[src/hw/rtl/multi_finger_tap_recognizer_defines.svh]
// Assertion macros for the tap recognizer
`ifndef MULTI_FINGER_TAP_RECOGNIZER_DEFINES_SVH
`define MULTI_FINGER_TAP_RECOGNIZER_DEFINES_SVH
`ifndef SYNTH
`define MFTR_ASSERT(label, clk, rst, prop, msg) \
  label: assert property (@(posedge clk) disable iff (rst) (prop)) else $error(msg);
`define MFTR_ASSERT_RST(label, clk, prop, msg) \
  label: assert property (@(posedge clk) (prop)) else $error(msg);
`else
`define MFTR_ASSERT(label, clk, rst, prop, msg)
`define MFTR_ASSERT_RST(label, clk, prop, msg)
`endif
`endif

[src/hw/rtl/mftr_pkg.sv]
`default_nettype none
package mftr_pkg;
  localparam int MaxFingers = 16;
  localparam int IdxW = 4;
  localparam int CntW = 5;
  localparam int CoordW = 16;

  localparam logic [0:0] REG_MOVE_LIMIT = 1'b0;
  localparam logic [0:0] REG_TAP_GAP    = 1'b1;

  typedef enum logic [1:0] {
    REQ_DOWN = 2'd0, REQ_UP = 2'd1, REQ_MOVE = 2'd2, REQ_NONE = 2'd3
  } req_t;

  typedef enum logic [1:0] {
    ACT_NONE = 2'd0, ACT_DOWN = 2'd1, ACT_UP = 2'd2, ACT_MOVE = 2'd3
  } act_t;

  typedef enum logic [1:0] {
    GST_NONE = 2'd0, GST_TAP = 2'd1, GST_PRE = 2'd2
  } gst_t;

  typedef enum logic [2:0] {
    ST_IDLE, ST_DECODE, ST_SEARCH, ST_DIST, ST_UPCOPY, ST_COMPACT, ST_FINISH, ST_EMIT
  } state_t;

  typedef struct packed {
    logic load;
    logic decode;
    logic search_step;
    logic measure;
    logic copy_step;
    logic compact_step;
    logic finish;
    logic emit;
  } cmd_t;

  typedef struct packed {
    req_t kind;
    logic scan_done;
    logic found;
    logic emit_last;
    logic out_busy;
  } sts_t;
endpackage
`default_nettype wire

[src/hw/rtl/mftr_ctrl.sv]
`default_nettype none
module mftr_ctrl
  import mftr_pkg::*;
(
  input  wire logic clk,
  input  wire logic rst,
  input  wire logic in_fire,
  input  wire sts_t sts,
  output logic      busy,
  output cmd_t      cmd
);
  state_t state, state_next;

  always_ff @(posedge clk) begin
    if (rst) state <= ST_IDLE;
    else state <= state_next;
  end

  always_comb begin
    state_next = state;
    cmd = '0;
    busy = (state != ST_IDLE);
    unique case (state)
      ST_IDLE: begin
        if (in_fire) begin
          cmd.load = 1'b1;
          state_next = ST_DECODE;
        end
      end
      ST_DECODE: begin
        cmd.decode = 1'b1;
        unique case (sts.kind)
          REQ_MOVE: state_next = ST_SEARCH;
          REQ_UP: state_next = ST_UPCOPY;
          default: state_next = ST_FINISH;
        endcase
      end
      ST_SEARCH: begin
        if (sts.found) state_next = ST_DIST;
        else if (sts.scan_done) state_next = ST_FINISH;
        else cmd.search_step = 1'b1;
      end
      ST_DIST: begin
        cmd.measure = 1'b1;
        state_next = ST_FINISH;
      end
      ST_UPCOPY: begin
        if (sts.scan_done) state_next = ST_COMPACT;
        else cmd.copy_step = 1'b1;
      end
      ST_COMPACT: begin
        if (sts.scan_done) state_next = ST_FINISH;
        else cmd.compact_step = 1'b1;
      end
      ST_FINISH: begin
        cmd.finish = 1'b1;
        state_next = ST_EMIT;
      end
      ST_EMIT: begin
        if (!sts.out_busy) begin
          cmd.emit = 1'b1;
          if (sts.emit_last) state_next = ST_IDLE;
        end
      end
      default: state_next = ST_IDLE;
    endcase
  end
endmodule
`default_nettype wire

[src/hw/rtl/mftr_datapath.sv]
`default_nettype none
module mftr_datapath
  import mftr_pkg::*;
(
  input  wire logic         clk,
  input  wire logic         rst,
  input  wire logic         cfg_we,
  input  wire logic [0:0]   cfg_index,
  input  wire logic [31:0]  cfg_data,
  input  wire logic [135:0] in_data,
  input  wire cmd_t         cmd,
  output sts_t              sts,
  input  wire logic         out_ready,
  output logic              out_valid,
  output logic [151:0]      out_data,
  output logic              out_last
);
  logic [31:0] limit_sq;
  logic [15:0] gap_ms;

  logic [1:0]  r_kind;
  logic [31:0] r_id;
  logic signed [CoordW-1:0] r_x, r_y, r_dx, r_dy;
  logic [31:0] r_time;

  logic [CntW-1:0] finger_total;
  logic [31:0] ident [MaxFingers];
  logic signed [CoordW-1:0] now_x [MaxFingers];
  logic signed [CoordW-1:0] now_y [MaxFingers];
  logic signed [CoordW-1:0] st_x [MaxFingers];
  logic signed [CoordW-1:0] st_y [MaxFingers];
  logic signed [CoordW-1:0] spot_x [MaxFingers];
  logic signed [CoordW-1:0] spot_y [MaxFingers];
  logic [7:0] tap_number;
  logic [CntW-1:0] tap_finger_total, spot_total;
  logic tap_spoiled, lifting;
  logic [31:0] prev_time;

  logic [CntW-1:0] scan, wr;
  logic found;
  logic [IdxW-1:0] hit;
  logic [1:0] gesture;
  logic [7:0] taps;
  logic [CntW-1:0] n_out, emit_i;
  logic signed [CoordW:0] ddx, ddy;
  logic [33:0] sqx, sqy;
  logic dist_phase;

  logic [IdxW-1:0] sidx;
  assign sidx = scan[IdxW-1:0];

  always_ff @(posedge clk) begin
    if (rst) begin
      limit_sq <= 32'd400;
      gap_ms <= 16'd500;
    end else if (cfg_we) begin
      if (cfg_index == REG_MOVE_LIMIT) limit_sq <= cfg_data;
      else gap_ms <= cfg_data[15:0];
    end
  end

  assign sts.kind = req_t'(r_kind);
  assign sts.scan_done = (scan >= finger_total) && !dist_phase;
  assign sts.found = found;
  assign sts.emit_last = (emit_i + 5'd1 == n_out);
  assign sts.out_busy = out_valid && !out_ready;

  always_ff @(posedge clk) begin
    if (rst) begin
      finger_total <= '0;
      tap_number <= '0;
      tap_finger_total <= '0;
      spot_total <= '0;
      tap_spoiled <= 1'b0;
      lifting <= 1'b0;
      prev_time <= '0;
      out_valid <= 1'b0;
      found <= 1'b0;
      dist_phase <= 1'b0;
    end else begin
      if (out_valid && out_ready) out_valid <= 1'b0;
      if (cmd.load) begin
        r_kind <= in_data[1:0];
        r_id <= in_data[33:2];
        r_x <= in_data[49:34];
        r_y <= in_data[65:50];
        r_dx <= in_data[81:66];
        r_dy <= in_data[97:82];
        r_time <= in_data[129:98];
        scan <= '0;
        wr <= '0;
        found <= 1'b0;
        emit_i <= '0;
        gesture <= GST_NONE;
        taps <= '0;
      end
      if (cmd.decode) begin
        if (r_kind == REQ_DOWN) begin
          if (lifting) begin
            tap_number <= '0; tap_finger_total <= '0; spot_total <= '0;
            tap_spoiled <= 1'b1;
          end else if ((r_time - prev_time) > {16'd0, gap_ms}) begin
            tap_number <= '0; tap_finger_total <= '0; spot_total <= '0;
          end
          if (finger_total < CntW'(MaxFingers)) begin
            ident[finger_total[IdxW-1:0]] <= r_id;
            now_x[finger_total[IdxW-1:0]] <= r_x;
            now_y[finger_total[IdxW-1:0]] <= r_y;
            st_x[finger_total[IdxW-1:0]] <= r_x;
            st_y[finger_total[IdxW-1:0]] <= r_y;
            finger_total <= finger_total + 5'd1;
          end
        end else if (r_kind == REQ_UP && !lifting) begin
          if (finger_total != tap_finger_total) begin
            tap_number <= '0;
            tap_finger_total <= finger_total;
          end
          spot_total <= finger_total;
        end
      end
      if (cmd.search_step) begin
        if (ident[sidx] == r_id) begin
          found <= 1'b1;
          hit <= sidx;
          ddx <= (CoordW+1)'(r_x) - (CoordW+1)'(st_x[sidx]);
          ddy <= (CoordW+1)'(r_y) - (CoordW+1)'(st_y[sidx]);
          dist_phase <= 1'b1;
        end
        scan <= scan + 5'd1;
      end
      if (found && dist_phase && !cmd.measure) begin
        sqx <= 34'(ddx * ddx);
        sqy <= 34'(ddy * ddy);
        dist_phase <= 1'b0;
      end
      if (cmd.measure) begin
        now_x[hit] <= r_x;
        now_y[hit] <= r_y;
        if ((35'(sqx) + 35'(sqy)) > 35'(limit_sq)) begin
          tap_number <= '0; tap_finger_total <= '0; spot_total <= '0;
          tap_spoiled <= 1'b1;
        end
      end
      if (cmd.copy_step) begin
        if (!lifting) begin
          spot_x[sidx] <= now_x[sidx];
          spot_y[sidx] <= now_y[sidx];
        end
        scan <= scan + 5'd1;
      end
      if (cmd.compact_step) begin
        if (ident[sidx] != r_id) begin
          ident[wr[IdxW-1:0]] <= ident[sidx];
          now_x[wr[IdxW-1:0]] <= now_x[sidx];
          now_y[wr[IdxW-1:0]] <= now_y[sidx];
          st_x[wr[IdxW-1:0]] <= st_x[sidx];
          st_y[wr[IdxW-1:0]] <= st_y[sidx];
          wr <= wr + 5'd1;
        end
        scan <= scan + 5'd1;
      end
      if (r_kind == REQ_UP && cmd.copy_step == 1'b0 && scan >= finger_total
          && !cmd.compact_step && !cmd.load && !cmd.decode && !cmd.finish
          && !cmd.emit && scan != '0 && wr != scan) begin
        scan <= '0;
      end
      if (cmd.finish) begin
        if (r_kind == REQ_DOWN) begin
          if (!tap_spoiled && tap_finger_total == finger_total && tap_number != 8'd0) begin
            gesture <= GST_PRE;
            taps <= (tap_number == 8'hFF) ? 8'hFF : tap_number + 8'd1;
          end
        end else if (r_kind == REQ_UP) begin
          lifting <= 1'b1;
          finger_total <= wr;
          if (wr == '0) begin
            lifting <= 1'b0;
            if (tap_spoiled) begin
              tap_number <= '0; tap_finger_total <= '0; spot_total <= '0;
              tap_spoiled <= 1'b0;
            end else begin
              gesture <= GST_TAP;
              taps <= (tap_number == 8'hFF) ? 8'hFF : tap_number + 8'd1;
              if (tap_number != 8'hFF) tap_number <= tap_number + 8'd1;
              prev_time <= r_time;
            end
          end
        end
      end
      if (cmd.emit) begin
        out_valid <= 1'b1;
        emit_i <= emit_i + 5'd1;
        out_data[1:0] <= (r_kind == REQ_DOWN) ? ACT_DOWN :
                         (r_kind == REQ_UP) ? ACT_UP :
                         (r_kind == REQ_MOVE) ? ACT_MOVE : ACT_NONE;
        out_data[33:2] <= r_id;
        out_data[49:34] <= r_x;
        out_data[65:50] <= r_y;
        out_data[81:66] <= r_dx;
        out_data[97:82] <= r_dy;
        out_data[99:98] <= gesture;
        out_data[107:100] <= taps;
        out_data[112:108] <= finger_total;
        out_data[128:113] <= (gesture != GST_NONE && emit_i < spot_total) ?
                             spot_x[emit_i[IdxW-1:0]] : '0;
        out_data[144:129] <= (gesture != GST_NONE && emit_i < spot_total) ?
                             spot_y[emit_i[IdxW-1:0]] : '0;
        out_data[151:145] <= '0;
        out_last <= (emit_i + 5'd1 == n_out);
      end
    end
  end

  always_comb begin
    n_out = 5'd1;
    if (gesture != GST_NONE && spot_total > 5'd1) n_out = spot_total;
  end
endmodule
`default_nettype wire

[src/hw/rtl/multi_finger_tap_recognizer.sv]
`default_nettype none
// channel   direction  handshake                 payload
// s_axis    in         s_axis_tvalid/tready      req_type..event_time_ms in tdata
// m_axis    out        m_axis_tvalid/tready      action_type..gesture_y, tlast
// cfg       in         cfg_we                    cfg_index, cfg_data
// Down and no-event items pass through accept, decode, finish and emit.
// Motion adds a search over the entries and, when the finger is found, a
// distance check. Up adds a position copy and a compaction pass over the
// fingers held. A tap or pre-tap with several spots emits one result per spot.
// rst clears control state; table contents are undefined until written.
// A stalled output holds the emit state; the next item is taken after its
// last result.
`include "multi_finger_tap_recognizer_defines.svh"
module multi_finger_tap_recognizer
  import mftr_pkg::*;
(
  input  wire logic         clk,
  input  wire logic         rst,
  input  wire logic         cfg_we,
  input  wire logic [0:0]   cfg_index,
  input  wire logic [31:0]  cfg_data,
  input  wire logic         s_axis_tvalid,
  output logic              s_axis_tready,
  // req_type, finger_id, pos_x, pos_y, delta_x, delta_y, event_time_ms
  input  wire logic [135:0] s_axis_tdata,
  output logic              m_axis_tvalid,
  input  wire logic         m_axis_tready,
  // action_type, action_finger, action_x, action_y, motion_x, motion_y,
  // gesture_kind, taps_counted, fingers_down, gesture_x, gesture_y
  output logic [151:0]      m_axis_tdata,
  output logic              m_axis_tlast
);
  cmd_t cmd;
  sts_t sts;
  logic busy, in_fire;

  assign s_axis_tready = !busy;
  assign in_fire = s_axis_tvalid && s_axis_tready;

  mftr_ctrl u_ctrl (
    .clk(clk), .rst(rst), .in_fire(in_fire), .sts(sts), .busy(busy), .cmd(cmd)
  );

  mftr_datapath u_dp (
    .clk(clk), .rst(rst), .cfg_we(cfg_we), .cfg_index(cfg_index), .cfg_data(cfg_data),
    .in_data(s_axis_tdata), .cmd(cmd), .sts(sts), .out_ready(m_axis_tready),
    .out_valid(m_axis_tvalid), .out_data(m_axis_tdata), .out_last(m_axis_tlast)
  );

  `MFTR_ASSERT(a_no_accept_busy, clk, rst, busy |-> !s_axis_tready, "accept while busy")
  `MFTR_ASSERT(a_load_idle, clk, rst, cmd.load |-> !busy, "load outside idle")
  `MFTR_ASSERT(a_emit_free, clk, rst, cmd.emit |-> !(m_axis_tvalid && !m_axis_tready), "overrun")
endmodule
`default_nettype wire

[config.mk]
export PLATFORM = sky130hd
export DESIGN_NAME = multi_finger_tap_recognizer
export DESIGN_NICKNAME = d
export VERILOG_FILES = /design/src/hw/rtl/mftr_pkg.sv /design/src/hw/rtl/mftr_ctrl.sv /design/src/hw/rtl/mftr_datapath.sv /design/src/hw/rtl/multi_finger_tap_recognizer.sv
export VERILOG_INCLUDE_DIRS = /design/src /design/src/hw/rtl
export SDC_FILE = /design/constraint.sdc
export NUM_CORES = 2
export LEC_CHECK = 0
export BUFFER_PORTS_ARGS = -buffer_cell sky130_fd_sc_hd__buf_2
export CAP_MARGIN = 20
export CORE_UTILIZATION = 23
export CTS_BUF_LIST = sky130_fd_sc_hd__clkbuf_16
export DETAILED_ROUTE_END_ITERATION = 6
export PLACE_DENSITY = 0.43
export SLEW_MARGIN = 20
export SYNTH_ARGS = -nofsm -noshare
export SYNTH_HDL_FRONTEND = slang
export SYNTH_SLANG_ARGS = --single-unit
[constraint.sdc]
create_clock -name clk -period 10.7 [get_ports clk]
set_input_delay 1.07 -clock clk [delete_from_list [all_inputs] [get_ports clk]]
set_output_delay 1.07 -clock clk [all_outputs]
set_load 0.01 [all_outputs]
==> summary.txt <==
STA
  – Fin. max-slew vios: 0
  – Rel. slew slack: 26.6%
  – Post-route setup TNS: 0 ns
  – Actual slew at the worst max-slew pin: 1.10 ns
  – RSZ-0062 raised after global routing: false
  – Period utilisation layout: 73.1%
  – Clock skew: 0.111 ns
  – Fmax achieved: 128 MHz
  – Min Clock Period, post-route: 7.82 ns
  – Final setup viols: 0
  – Final Hold Fails: 0

Run
  – Max Cap Violations: 0

Floorplan
  – Core area: 0.529 mm2
  – Effective utilization at floorplan: 23.1%
  – Full die area: 0.534 mm2
  – # IOs: ~330
  – Die W: 731 um
  – Rows: between 200 and 300
  – Die height: 731 um

Synth
  – Most frequent cells after synthesis: 2453 x edfxtp_1, 820 x inv_1, 638 x mux4_2, 546 x fa_1, 455 x nand2_1
  – Synth Register Bits: 2568
  – Ys Warns: 0
  – Post-synth EDFFs: 2453
  – Ys async rst share: 0%
  – Distinct cells, synth: 77
  – Synth top area share: 60.3%
  – Synthesized instance count: 7324
  – Main synth FF type: edfxtp_1
  – Mapped cell area: 0.122 mm2
  – Most frequent cell after synthesis: edfxtp_1
  – Synth top area cells: edfxtp_1 60%, mux4_2 12%, fa_1 9.0%, ha_1 3.5%, inv_1 2.5%
  – Seq/Total Area, Yosys: 62.2%
  – Mean Syn Cell Area: 16.7 um2
  – Synth area leader: edfxtp_1

Power
  – Peak supply drop: approximately 0.19 mV
  – Pwr Total: between 20 and 30 mW
  – Leakage power: 49.4 nW
  – Pwr dens: approximately 200 mW/mm2

Layout
  – # fillers: 53300
  – Non-Filler Instances: between 15000 and 20000
  – Share of cells above drive strength 1: 20.6%
  – Nets@finish: 8914
  – Area growth syn-to-layout: 16.9%
  – Cell area after layout: 0.143 mm2

Route
  – Drt pass-1 iters: 5
  – Post-DR wirelength/cell: 22.6 um
  – Detail Route Antenna Nets: 0
  – DRC viols: 0
  – Vias per std cell: 4.29
  – Drt total wl: around 340000 um
  – Drt initial violations: 4653
  – Via count: about 65000

Clock tree
  – Clk Latency, worst-skew pair: 0.95 ns
  – H-tree Lvls: 5
  – Clk buf depth: 4
  – # Post-CTS Setup Buffers: 0
  – Post-cts sizing count: 0
  – Post-CTS Hold Fix Bufs: 0
  – TritonCTS clock tree: built
  – Clock sink count: about 2600
  – Num CTS Buffers: 307
  – Clk slew on worst S/H paths: 0.06 ns
  – Clock Root Buffer: clkbuf_16

Setup path
  – Slowest CP cell: edfxtp_1
  – CP endpoint kind: flop
  – Critical path class: flop to flop
  – Critical path arrival: 8.51 ns
  – CP Launch Type: flop
  – CP required: around 11 ns
  – CP max stage delay: between 0.9 and 1 ns
  – Most used cell, CP: fa_1
  – CP cell instances: inv_1 > nor2_1 > fa_1 > fa_1 > inv_1 > fa_1 > inv_1 > fa_1 > inv_1 > fa_1 > inv_1 > fa_1 > ha_1 > a21oi_1 > o21ai_0 > a21oi_1 > o31ai_1 > a2111oi_0 > o21bai_1 > a21oi_1 > xnor2_1
  – CP Max Fanout: 22

Global routing
  – Gr ovfl total: 0
  – First-pass GRT wire length: 493000 um
  – Largest net degree at the start of global routing: 135
  – Vias in the first global route: 69700
  – Tot GR Track Use: 12.6%
  – Antenna violations before repair: 39

Placement
  – DP HPWL: roughly 210000 um
  – GP Congestion: 0.806
  – Dpl cell area: 0.133 mm2
  – Placed insts: 14500
  – I/O Buffers: between 300 and 400

Hold path
  – HP Class: primary input to flop

Outcome
  – Status: finished, final reports clean
area by class of cell:
type                    instances  area [um2]  share of cell area [%]
flip-flops and latches       2568       76000                    53.2
multi-input cells            3658       42200                    29.5
well taps                    6994        8750                    6.13
clock buffers                 313        7830                    5.49
repair buffers                501        3150                    2.20
inverters                     821        3080                    2.16
clock inverters               240        1750                    1.23
diodes                         22        55.1                  0.0386
flip-flops by register name, summed over array words and instances, names as in the netlist, 17 cells and up, named ones only:
name	count
u_dp.now_x	256
u_dp.now_y	256
u_dp.r_id	32
u_dp.prev_time	32
u_dp.sqy	33
u_dp.r_time	32
u_dp.st_x	256
u_dp.st_y	256
u_dp.ddx	17
u_dp.spot_y	256
u_dp.ident	512
u_dp.ddy	17
u_dp.spot_x	256
u_dp.sqx	33
u_dp.limit_sq	32
u_dp.out_data	145
cells by family after synthesis:
family                   Yosys count  synth area share, %
adder cells (fa/ha/maj)          883                 12.4
XOR/XNOR                         204                 1.46
AND/OR/NAND/NOR                 1191                 4.62
AO/OA/AOI/OAI                    652                 3.24
flip-flops                      2568                 62.2
buffers and inverters           1104                 3.56
multiplexers                     721                 12.5
other                              1              0.00307
cells in the final DEF (no fill, tap or decap), drive strengths merged, types with 10 or more instances in the layout:
master	n
edfxtp	2453
inv	918
mux4	638
fa	546
buf	501
nand2	455
ha	337
clkbuf	313
a21oi	259
nor2	240
and2	155
xnor2	152
o21ai	150
dfxtp	115
clkinv	113
mux2	68
nand3	63
xor2	52
nand2b	48
and3	48
nor3	48
a21o	41
nor2b	40
nand4	33
o211ai	25
a211oi	23
diode	22
o21bai	22
a31oi	21
bufinv	18
o21a	16
mux2i	15
or2	14
nor4	14
or3	12
clkinvlp	12
a2111oi	11
o31ai	10
a21boi	10
where the power goes:
| group | internal, mW | switching, mW | total, mW |
|---|---|---|---|
| clock network | 5.76 | 4.28 | 10.0 |
| logic | 2.51 | 3.67 | 6.18 |
| registers | 12.1 | 0.268 | 12.3 |
| total | 20.3 | 8.22 | 28.5 |
final timing paths:
check | startpoint | end | slack (ns) | cells past startpoint
setup / recovery | u_dp.ddx[16]$_DFFE_PP_ | u_dp.sqx[32]$_DFFE_PP_ | 2.88 | 21
hold / removal | s_axis_tdata[57] | u_dp.r_y[7]$_DFFE_PP_ | 0.28 | 1
setup reg to reg | u_dp.ddx[16]$_DFFE_PP_ | u_dp.sqx[32]$_DFFE_PP_ | 2.88 | 21
hold reg to reg | u_dp.r_dy[1]$_DFFE_PP_ | u_dp.out_data[83]$_DFFE_PP_ | 0.41 | 0
per-stage QoR:
step           setup WS, ns  utilization, %  hold WS (ns)
4_1_cts                2.83            27.0         0.163
2_1_floorplan          2.53               -         0.400
6_report               2.88            27.0         0.282
3_5_place_dp           2.86            25.2         0.405
5_1_grt                2.35            27.0         0.194
3_3_place_gp           2.83            25.2         0.401
worst max-delay path, delay by kind of cell, from the launching register on:
kind / cells / cell delay [ns]
adders and majority gates: 7 / 3.62
AOI/OAI and AO/OA: 7 / 1.57
DFF: 1 / 0.92
buffers and inverters: 5 / 0.85
and+or+nand+nor: 1 / 0.44
xor gates and xnor gates: 1 / 0.21
metal layers:
metal  track usage (%)  up-vias  wire length [um]
met5                 0        -                13
met3              1.61      451             16100
met4              3.61        2              9580
met2              21.1     1472            165000
met1              17.1    34500            151000
li1                  -    28400                 -
(Power assumes the default switching activity.)
